## src/hw/rtl/tto_pkg.sv

```systemverilog
// ----------------------------------------------------------------------------
// tto_pkg
// Shared constants, codes and types of the one-shot / periodic timer table.
// ----------------------------------------------------------------------------
package tto_pkg;

    // table geometry
    localparam int NUM_TIMERS  = 16;
    localparam int IDX_W       = (NUM_TIMERS > 1) ? $clog2(NUM_TIMERS) : 1;
    localparam int MAX_RESULTS = 16;
    localparam int CNT_W       = $clog2(MAX_RESULTS + 1);

    // field widths
    localparam int CMD_W   = 3;
    localparam int KIND_W  = 2;
    localparam int ID_W    = 32;
    localparam int DELAY_W = 32;
    localparam int TIME_W  = 64;

    // command codes
    localparam logic [CMD_W-1:0] CMD_TICK     = 3'd0;
    localparam logic [CMD_W-1:0] CMD_ONESHOT  = 3'd1;
    localparam logic [CMD_W-1:0] CMD_PERIODIC = 3'd2;
    localparam logic [CMD_W-1:0] CMD_CANCEL   = 3'd3;
    localparam logic [CMD_W-1:0] CMD_CLEAR    = 3'd4;

    // result kinds
    localparam logic [KIND_W-1:0] KIND_SCHED  = 2'd0;
    localparam logic [KIND_W-1:0] KIND_CANCEL = 2'd1;
    localparam logic [KIND_W-1:0] KIND_FIRED  = 2'd2;
    localparam logic [KIND_W-1:0] KIND_CLEAR  = 2'd3;

    // sequencer states
    typedef enum logic [1:0] {
        ST_IDLE,
        ST_SCAN,
        ST_DONE
    } tto_state_t;

endpackage

```

## src/hw/rtl/tto_req_if.sv

```systemverilog
// ----------------------------------------------------------------------------
// tto_req_if
// Command channel of the timer table: valid/ready plus one command item.
// ----------------------------------------------------------------------------
interface tto_req_if
    import tto_pkg::*;
();
    logic               valid;
    logic               ready;
    logic [CMD_W-1:0]   cmd;
    logic [DELAY_W-1:0] delay_ticks;
    logic [ID_W-1:0]    target_id;

    modport source (output valid, output cmd, output delay_ticks, output target_id,
                    input ready);
    modport sink   (input valid, input cmd, input delay_ticks, input target_id,
                    output ready);
endinterface

```

## src/hw/rtl/tto_rsp_if.sv

```systemverilog
// ----------------------------------------------------------------------------
// tto_rsp_if
// Result channel of the timer table: valid/ready plus one result item.
// ----------------------------------------------------------------------------
interface tto_rsp_if
    import tto_pkg::*;
();
    logic              valid;
    logic              ready;
    logic [KIND_W-1:0] kind;
    logic [ID_W-1:0]   timer_id;
    logic              ok;
    logic              last;

    modport source (output valid, output kind, output timer_id, output ok, output last,
                    input ready);
    modport sink   (input valid, input kind, input timer_id, input ok, input last,
                    output ready);
endinterface

```

## src/hw/rtl/timer_table_oneshot_periodic.sv

```systemverilog
// Schedule and cancel run one full scan of the table before their result; clear goes
// straight to the done step. A tick runs one full scan of the table through the single
// compare unit per fired entry, plus one empty scan.
// Throughput: one item at a time; ready is high only while the sequencer is idle.
// Reset: table emptied, time at zero, next id at one; entry contents are left as is.
// ----------------------------------------------------------------------------
// timer_table_oneshot_periodic
// Table of one-shot and periodic timers driven by tick, schedule, cancel and
// clear items. One scan index walks the table entry by entry through a shared
// compare unit; one 64-bit adder forms all due times.
// ----------------------------------------------------------------------------
module timer_table_oneshot_periodic
    import tto_pkg::*;
(
    input  logic       clk,
    input  logic       rst_n,
    tto_req_if.sink    req,
    tto_rsp_if.source  rsp
);

    localparam logic [IDX_W-1:0] LAST_IDX = IDX_W'(NUM_TIMERS - 1);

    // control state
    tto_state_t             state_reg, state_next;
    logic [IDX_W-1:0]       idx_reg;
    logic                   hit_reg;
    logic                   free_reg;
    logic                   pend_reg;
    logic [CNT_W-1:0]       fire_cnt_reg;
    logic [NUM_TIMERS-1:0]  fired_reg;
    logic [NUM_TIMERS-1:0]  entry_valid_reg;
    logic [TIME_W-1:0]      now_reg;
    logic [ID_W-1:0]        next_id_reg;
    logic                   rsp_valid_reg;

    // item and scan payload
    logic [CMD_W-1:0]       cmd_reg;
    logic [DELAY_W-1:0]     delay_reg;
    logic [ID_W-1:0]        target_reg;
    logic [IDX_W-1:0]       hit_idx_reg;
    logic [ID_W-1:0]        hit_id_reg;
    logic [IDX_W-1:0]       free_idx_reg;
    logic [ID_W-1:0]        pend_id_reg;

    // table storage
    logic [ID_W-1:0]        entry_id_reg     [NUM_TIMERS];
    logic [TIME_W-1:0]      entry_due_reg    [NUM_TIMERS];
    logic [DELAY_W-1:0]     entry_period_reg [NUM_TIMERS];
    logic                   entry_repeats_reg[NUM_TIMERS];

    // output register payload
    logic [KIND_W-1:0]      rsp_kind_reg;
    logic [ID_W-1:0]        rsp_id_reg;
    logic                   rsp_ok_reg;
    logic                   rsp_last_reg;

    // combinational
    logic                   accept;
    logic                   out_free;
    logic [ID_W-1:0]        scan_id;
    logic [ID_W-1:0]        key_id;
    logic                   scan_valid;
    logic                   id_eq;
    logic                   id_lt;
    logic                   due_le;
    logic                   scan_take;
    logic                   scan_free;
    logic [DELAY_W-1:0]     add_b;
    logic [TIME_W-1:0]      sum;
    logic [ID_W-1:0]        next_id_inc;
    logic [ID_W-1:0]        next_id_wrap;
    logic                   fire;
    logic                   slot_ok;
    logic [IDX_W-1:0]       slot_idx;
    logic                   need_emit;
    logic                   advance;
    logic [KIND_W-1:0]      emit_kind;
    logic [ID_W-1:0]        emit_id;
    logic                   emit_ok;
    logic                   emit_last;

    // handshake
    assign accept    = req.valid && req.ready;
    assign req.ready = (state_reg == ST_IDLE);
    assign out_free  = !rsp_valid_reg || rsp.ready;

    assign rsp.valid    = rsp_valid_reg;
    assign rsp.kind     = rsp_kind_reg;
    assign rsp.timer_id = rsp_id_reg;
    assign rsp.ok       = rsp_ok_reg;
    assign rsp.last     = rsp_last_reg;

    // shared compare unit on the scanned entry
    assign scan_id    = entry_id_reg[idx_reg];
    assign scan_valid = entry_valid_reg[idx_reg];
    assign key_id     = (cmd_reg == CMD_CANCEL) ? target_reg : next_id_reg;
    assign id_eq      = (scan_id == key_id);
    assign id_lt      = (scan_id < hit_id_reg);
    assign due_le     = (entry_due_reg[idx_reg] <= now_reg);

    always_comb
    begin
        scan_take = 1'b0;
        scan_free = 1'b0;
        unique case (cmd_reg)
            CMD_TICK:
            begin
                scan_take = scan_valid && !fired_reg[idx_reg] && due_le
                            && (!hit_reg || id_lt);
            end
            CMD_ONESHOT, CMD_PERIODIC:
            begin
                scan_take = scan_valid && id_eq && !hit_reg;
                scan_free = !scan_valid && !free_reg;
            end
            CMD_CANCEL:
            begin
                scan_take = scan_valid && id_eq && !hit_reg && (target_reg != '0);
            end
            default:
            begin
                scan_take = 1'b0;
            end
        endcase
    end

    // shared time adder: tick increment, new due time or reschedule
    always_comb
    begin
        if (state_reg == ST_IDLE)
            add_b = DELAY_W'(1);
        else if (cmd_reg == CMD_TICK)
            add_b = entry_period_reg[hit_idx_reg];
        else
            add_b = delay_reg;
    end

    assign sum          = now_reg + TIME_W'(add_b);
    assign next_id_inc  = next_id_reg + ID_W'(1);
    assign next_id_wrap = (next_id_inc == '0) ? ID_W'(1) : next_id_inc;

    assign fire     = hit_reg && (fire_cnt_reg != CNT_W'(MAX_RESULTS));
    assign slot_ok  = hit_reg || free_reg;
    assign slot_idx = hit_reg ? hit_idx_reg : free_idx_reg;

    // result selection in the done step
    always_comb
    begin
        need_emit = 1'b1;
        emit_kind = KIND_CLEAR;
        emit_id   = '0;
        emit_ok   = 1'b0;
        emit_last = 1'b1;
        unique case (cmd_reg)
            CMD_TICK:
            begin
                need_emit = pend_reg;
                emit_kind = KIND_FIRED;
                emit_id   = pend_id_reg;
                emit_ok   = 1'b1;
                emit_last = !fire;
            end
            CMD_ONESHOT, CMD_PERIODIC:
            begin
                emit_kind = KIND_SCHED;
                emit_id   = slot_ok ? next_id_reg : '0;
                emit_ok   = slot_ok;
            end
            CMD_CANCEL:
            begin
                emit_kind = KIND_CANCEL;
                emit_id   = target_reg;
                emit_ok   = hit_reg;
            end
            default:
            begin
                emit_kind = KIND_CLEAR;
            end
        endcase
        advance = (state_reg == ST_DONE) && (!need_emit || out_free);
    end

    // next state
    always_comb
    begin
        state_next = state_reg;
        unique case (state_reg)
            ST_IDLE:
            begin
                if (accept)
                begin
                    if (req.cmd == CMD_TICK || req.cmd == CMD_ONESHOT ||
                        req.cmd == CMD_PERIODIC || req.cmd == CMD_CANCEL)
                        state_next = ST_SCAN;
                    else if (req.cmd == CMD_CLEAR)
                        state_next = ST_DONE;
                end
            end
            ST_SCAN:
            begin
                if (idx_reg == LAST_IDX)
                    state_next = ST_DONE;
            end
            ST_DONE:
            begin
                if (advance)
                    state_next = (cmd_reg == CMD_TICK && fire) ? ST_SCAN : ST_IDLE;
            end
            default:
            begin
                state_next = ST_IDLE;
            end
        endcase
    end

    // control registers
    always_ff @(posedge clk or negedge rst_n)
    begin
        if (!rst_n)
        begin
            state_reg       <= ST_IDLE;
            idx_reg         <= '0;
            hit_reg         <= 1'b0;
            free_reg        <= 1'b0;
            pend_reg        <= 1'b0;
            fire_cnt_reg    <= '0;
            fired_reg       <= '0;
            entry_valid_reg <= '0;
            now_reg         <= '0;
            next_id_reg     <= ID_W'(1);
            rsp_valid_reg   <= 1'b0;
        end
        else
        begin
            state_reg <= state_next;

            // new item
            if (accept)
            begin
                idx_reg      <= '0;
                hit_reg      <= 1'b0;
                free_reg     <= 1'b0;
                pend_reg     <= 1'b0;
                fire_cnt_reg <= '0;
                fired_reg    <= '0;
                if (req.cmd == CMD_TICK)
                    now_reg <= sum;
            end

            // scan step
            if (state_reg == ST_SCAN)
            begin
                idx_reg <= idx_reg + IDX_W'(1);
                if (scan_take)
                    hit_reg <= 1'b1;
                if (scan_free)
                    free_reg <= 1'b1;
            end

            // done step
            if (advance)
            begin
                unique case (cmd_reg)
                    CMD_TICK:
                    begin
                        if (fire)
                        begin
                            fired_reg[hit_idx_reg] <= 1'b1;
                            if (!entry_repeats_reg[hit_idx_reg])
                                entry_valid_reg[hit_idx_reg] <= 1'b0;
                            pend_reg     <= 1'b1;
                            fire_cnt_reg <= fire_cnt_reg + CNT_W'(1);
                            idx_reg      <= '0;
                            hit_reg      <= 1'b0;
                        end
                        else
                        begin
                            pend_reg <= 1'b0;
                        end
                    end
                    CMD_ONESHOT, CMD_PERIODIC:
                    begin
                        if (slot_ok)
                        begin
                            entry_valid_reg[slot_idx] <= 1'b1;
                            next_id_reg               <= next_id_wrap;
                        end
                    end
                    CMD_CANCEL:
                    begin
                        if (hit_reg)
                            entry_valid_reg[hit_idx_reg] <= 1'b0;
                    end
                    default:
                    begin
                        entry_valid_reg <= '0;
                    end
                endcase
            end

            // output register
            if (advance && need_emit)
                rsp_valid_reg <= 1'b1;
            else if (rsp.ready)
                rsp_valid_reg <= 1'b0;
        end
    end

    // payload registers and table storage
    always_ff @(posedge clk)
    begin
        if (accept)
        begin
            cmd_reg    <= req.cmd;
            delay_reg  <= req.delay_ticks;
            target_reg <= req.target_id;
        end

        if (state_reg == ST_SCAN)
        begin
            if (scan_take)
            begin
                hit_idx_reg <= idx_reg;
                hit_id_reg  <= scan_id;
            end
            if (scan_free)
                free_idx_reg <= idx_reg;
        end

        if (advance)
        begin
            if (cmd_reg == CMD_TICK && fire)
            begin
                pend_id_reg <= hit_id_reg;
                if (entry_repeats_reg[hit_idx_reg])
                    entry_due_reg[hit_idx_reg] <= sum;
            end
            else if ((cmd_reg == CMD_ONESHOT || cmd_reg == CMD_PERIODIC) && slot_ok)
            begin
                entry_id_reg[slot_idx]      <= next_id_reg;
                entry_due_reg[slot_idx]     <= sum;
                entry_period_reg[slot_idx]  <= (cmd_reg == CMD_PERIODIC) ? delay_reg : '0;
                entry_repeats_reg[slot_idx] <= (cmd_reg == CMD_PERIODIC);
            end
        end

        if (advance && need_emit)
        begin
            rsp_kind_reg <= emit_kind;
            rsp_id_reg   <= emit_id;
            rsp_ok_reg   <= emit_ok;
            rsp_last_reg <= emit_last;
        end
    end

    // checks
    a_next_id_nonzero: assert property (@(posedge clk) disable iff (!rst_n)
        next_id_reg != '0)
        else $error("next id reached zero");

    a_scan_steps: assert property (@(posedge clk) disable iff (!rst_n)
        (state_reg == ST_SCAN && idx_reg != LAST_IDX)
        |=> (state_reg == ST_SCAN && idx_reg == IDX_W'($past(idx_reg) + IDX_W'(1))))
        else $error("scan index did not advance");

    a_tick_advances_time: assert property (@(posedge clk) disable iff (!rst_n)
        (accept && req.cmd == CMD_TICK) |=> now_reg == $past(now_reg) + TIME_W'(1))
        else $error("tick did not advance time");

    a_only_fired_continue: assert property (@(posedge clk) disable iff (!rst_n)
        (rsp_valid_reg && !rsp_last_reg) |-> rsp_kind_reg == KIND_FIRED)
        else $error("non-last item that is not a fired timer");

    a_pend_only_tick: assert property (@(posedge clk) disable iff (!rst_n)
        (pend_reg && state_reg != ST_IDLE) |-> cmd_reg == CMD_TICK)
        else $error("held fire result outside a tick");

endmodule

```

## src/flat_wrapper.sv

```systemverilog
// flat-port wrapper written by rule: the top's interface ports become plain ports
module timer_table_oneshot_periodic_flat import tto_pkg::*;
  (clk, rst_n, req_valid, req_cmd, req_delay_ticks, req_target_id, req_ready, rsp_valid, rsp_kind, rsp_timer_id, rsp_ok, rsp_last, rsp_ready);
  tto_req_if req_i ();
  tto_rsp_if rsp_i ();
  input  logic clk;
  input  logic rst_n;
  input wire logic [$bits(req_i.valid)-1:0] req_valid;
  input wire logic [$bits(req_i.cmd)-1:0] req_cmd;
  input wire logic [$bits(req_i.delay_ticks)-1:0] req_delay_ticks;
  input wire logic [$bits(req_i.target_id)-1:0] req_target_id;
  output wire logic [$bits(req_i.ready)-1:0] req_ready;
  output wire logic [$bits(rsp_i.valid)-1:0] rsp_valid;
  output wire logic [$bits(rsp_i.kind)-1:0] rsp_kind;
  output wire logic [$bits(rsp_i.timer_id)-1:0] rsp_timer_id;
  output wire logic [$bits(rsp_i.ok)-1:0] rsp_ok;
  output wire logic [$bits(rsp_i.last)-1:0] rsp_last;
  input wire logic [$bits(rsp_i.ready)-1:0] rsp_ready;
  assign req_i.valid = req_valid;
  assign req_i.cmd = req_cmd;
  assign req_i.delay_ticks = req_delay_ticks;
  assign req_i.target_id = req_target_id;
  assign req_ready = req_i.ready;
  assign rsp_valid = rsp_i.valid;
  assign rsp_kind = rsp_i.kind;
  assign rsp_timer_id = rsp_i.timer_id;
  assign rsp_ok = rsp_i.ok;
  assign rsp_last = rsp_i.last;
  assign rsp_i.ready = rsp_ready;
  timer_table_oneshot_periodic u_core (.clk(clk), .rst_n(rst_n), .req(req_i), .rsp(rsp_i));
endmodule
```

## config.mk

```make
export PLATFORM = sky130hd
export DESIGN_NAME = timer_table_oneshot_periodic_flat
export DESIGN_NICKNAME = d
export VERILOG_FILES = /design/src/hw/rtl/tto_pkg.sv /design/src/hw/rtl/tto_req_if.sv /design/src/hw/rtl/tto_rsp_if.sv /design/src/hw/rtl/timer_table_oneshot_periodic.sv /design/src/flat_wrapper.sv
export SDC_FILE = /design/constraint.sdc
export NUM_CORES = 2
export LEC_CHECK = 0
export BUFFER_PORTS_ARGS = -buffer_cell sky130_fd_sc_hd__buf_2
export CAP_MARGIN = 0
export CORE_AREA = 2 2 468 470
export CTS_BUF_LIST = sky130_fd_sc_hd__clkbuf_8 sky130_fd_sc_hd__clkbuf_16
export CTS_CLUSTER_DIAMETER = 150
export DETAILED_ROUTE_END_ITERATION = 7
export DIE_AREA = 0 0 470 472
export GPL_TIMING_DRIVEN = 0
export SKIP_CTS_REPAIR_TIMING = 1
export SLEW_MARGIN = 20
export SYNTH_ARGS = -nofsm -noshare
export SYNTH_HDL_FRONTEND = slang
export SYNTH_SLANG_ARGS = --single-unit
```

## constraint.sdc

```tcl
create_clock -name clk -period 11.85 [get_ports clk]
set_clock_uncertainty 0.15 [all_clocks]
set_input_delay 1.7775 -clock clk [delete_from_list [all_inputs] [get_ports clk]]
set_output_delay 1.7775 -clock clk [all_outputs]
set_load 0.02 [all_outputs]
```

==> run summary <==
initial antenna violation count - 17
die area - 222000 um^2
final WL - 267 mm
core area - 217000 um^2
placement-stage cell area - 105000 um^2
Ports - 109
Worst Path Max Fanout - 10
Slew Limit Fails - 0
clock latency on the worst-skew pair - 0.90 ns
Most Frequent Cell on Critical Path - buf_2
multi-input logic area - 25300 um^2
worst vdd ir - 0.178 mV
post-route insts no fill - 8525
worst r2r path cells - 21
post-synthesis sequential area ratio - 73.1%
final cycle utilization of the critical path - 81.0%
Detailed Routing Iterations Pass 1 - 7
chip height - 472 um
EDFF count, synth - 2239
DRC viols - 0
Hold Path Stages - 0
fraction of layout cells with a size suffix above 1 - 25.4%
unrepaired setup endpoints after global routing - no
number of cell rows - 171
Mapped Cells - 4957
CTS H-tree depth - 4
setup violators final - 0
PD cells - 214 nW/um^2
final net count - 5667
CP Depth - 21
Initial Utilization - 44.8%
top cells by area, synth - edfxtp_1 69%, mux4_2 14%, dfrtp_1 3.7%, ha_1 1.7%, xnor2_1 1.2%
worst path buffer plus inverter count - 9
Area Overhead vs Synth - 16.6%
via count - 51.6k
CTS root buf - clkbuf_16
#FFs+latches synth - 2386
first-pass GRT wire length - 382 mm
Final GP Congestion - 0.930
Leak Pwr - 36.0 nW
Crit path largest cell delay - 0.85 ns
Fillers - 17.1k
Critical Path, Cell by Cell - buf_6 > buf_6 > buf_2 > buf_4 > buf_2 > buf_2 > buf_2 > clkbuf_1 > clkbuf_1 > mux4_2 > mux4_2 > ha_1 > and4_1 > nor4b_1 > nand3_1 > nor2_1 > a221oi_1 > nand4_1 > a21bo_2 > o32a_4 > mux2_4
fin crit period - 9.60 ns
most area-hungry cell type in the Yosys netlist - edfxtp_1
WS Path Type - reg -> reg
DP Wirelength - 181 mm
setup TNS - 0 ns
Slew HR - 23.0%
Worst EP arrival - 10.24 ns
area of the mapped netlist - 97000 um^2
Tot Pwr - 0.0242 W
Final Hold Vio Count - 0
most frequent cell after synthesis - edfxtp_1
hold_ws - 0.299 ns
Critical Path Slowest Stage Cell - clkbuf_1
clock buffer depth - 3
ANT nets after route - 0
Routed WL per cell - 31.4 um
max FFs per register - 1024
Starting DRT DRC Count - 6711
worst hold path class - reg -> reg
slew at the pin with the worst max-slew slack - 1.16 ns
Top FF cell, synth - edfxtp_1
max cap viols - 0
# placed instances - 8075
CP required - 12.48 ns
fmax - 0.104 GHz
synthesized net count - 5160
vias in the first global route - 51.9k
gr ovfl total - 0
Avg Cell Area, Syn - 19.6 um^2
Vias/cell - 6.06
CTS sink count - 2386
Reg area - 70900 um^2
outcome - finished clean
GR Util All Layers - 24.1%
PortBufs - 108
Crit path max-delay family - buffers and inverters
post-synth cell types - 79
Synth top area share - 69.3%
Worst-path clk slew - 0.07 ns
fin area - 113000 um^2
Syn. warnings - 0
most instantiated cells after synthesis - 2239 x edfxtp_1, 606 x mux4_2, 246 x nand2_1
CTS tree - built
Die W - 470 um
largest net degree at the start of global routing - 81
Num CTS Buffers - 237
CP startpoint kind - register
asr flop ratio synth - 5.99%
Setup crit end kind - register
## final timing paths
kind / startpoint / slack, ns / endpoint
worst min register to register: u_core.hit_id_reg[3]$_DFFE_PP_ / 0.30 / u_core.pend_id_reg[3]$_DFFE_PP_
worst max register to register: u_core.idx_reg[1]$_DFF_PN0_ / 2.25 / register
min in group asynchronous: rst_n / 0.71 / u_core.next_id_reg[31]$_DFFE_PN0P_
max in group asynchronous: rst_n / 9.86 / u_core.now_reg[61]$_DFFE_PN0P_
worst max-delay path: u_core.idx_reg[1]$_DFF_PN0_ / 2.25 / register
worst min-delay path: u_core.hit_id_reg[3]$_DFFE_PP_ / 0.30 / u_core.pend_id_reg[3]$_DFFE_PP_
## worst register-to-register path, cell delays in order (launching register included)
cell and delay (ns):
dfrtp_1 0.44, buf_6 0.22, buf_6 0.22, buf_2 0.43, buf_4 0.38, buf_2 0.45, buf_2 0.50, buf_2 0.53
clkbuf_1 0.81, clkbuf_1 0.85, mux4_2 0.43, mux4_2 0.53, ha_1 0.32, and4_1 0.21, nor4b_1 0.81, nand3_1 0.17
nor2_1 0.50, a221oi_1 0.17, nand4_1 0.40, a21bo_2 0.34, o32a_4 0.30, mux2_4 0.34
## power breakdown
part / switching (W) / internal, W
Combinational: 0.00414 / 0.00217
Clock: 0.00324 / 0.00411
Sequential: 0.000159 / 0.0104
Total: 0.00755 / 0.0166
## layout make-up
class	instances	share of cell area [%]
Timing Repair Buffer	268	3.67
Sequential cell	2386	62.7
Tap cell	2854	3.16
Clock inverter	200	1.37
Clock buffer	243	5.35
Antenna cell	3	0.00663
Buffer	244	0.983
Inverter	129	0.430
Multi-Input combinational cell	2198	22.4
## cell families after synthesis
family / Yosys count / synth area share (%)
compound gates: 464 / 3.17
fa+ha+maj: 133 / 1.72
buf+inv: 373 / 1.59
mux: 722 / 15.4
simple gates: 726 / 3.63
xor+xnor: 153 / 1.38
flops: 2386 / 73.1
## through the flow
stage	setup WS [ns]	utilization, %
after floorplan	4.56	-
after global placement	-0.684	46.7
after detailed placement	2.19	48.6
after CTS	2.14	52.1
after global routing	1.92	52.3
final	2.25	52.3
## layer usage
metal	up-vias	wire [um]	part of all wire, %	global-route usage [%]
met2	2247	127000	48	38.4
met5	-	52	0.019	0
met3	419	20600	7.7	4.24
met1	27600	112000	42	34.3
li1	21300	-	-	-
met4	6	7370	2.8	6.62
## layout by cell type (no fill, tap or decap), types with 50 or more instances in the layout
cell and count:
a21oi_1 138, o21ai_0 93, and2_1 62, buf_2 136, a21o_1 50, clkbuf_1 139
nand2_1 246, mux2i_1 77, xnor2_2 50, xnor2_1 80, nor2_1 97, clkinv_1 71
inv_1 169, nand3_1 59, mux4_2 606, edfxtp_1 2239, buf_12 68, dfrtp_1 142
clkbuf_16 241, nor3_1 55, buf_16 74, ha_1 131
Power figures use the tool's default switching activity.
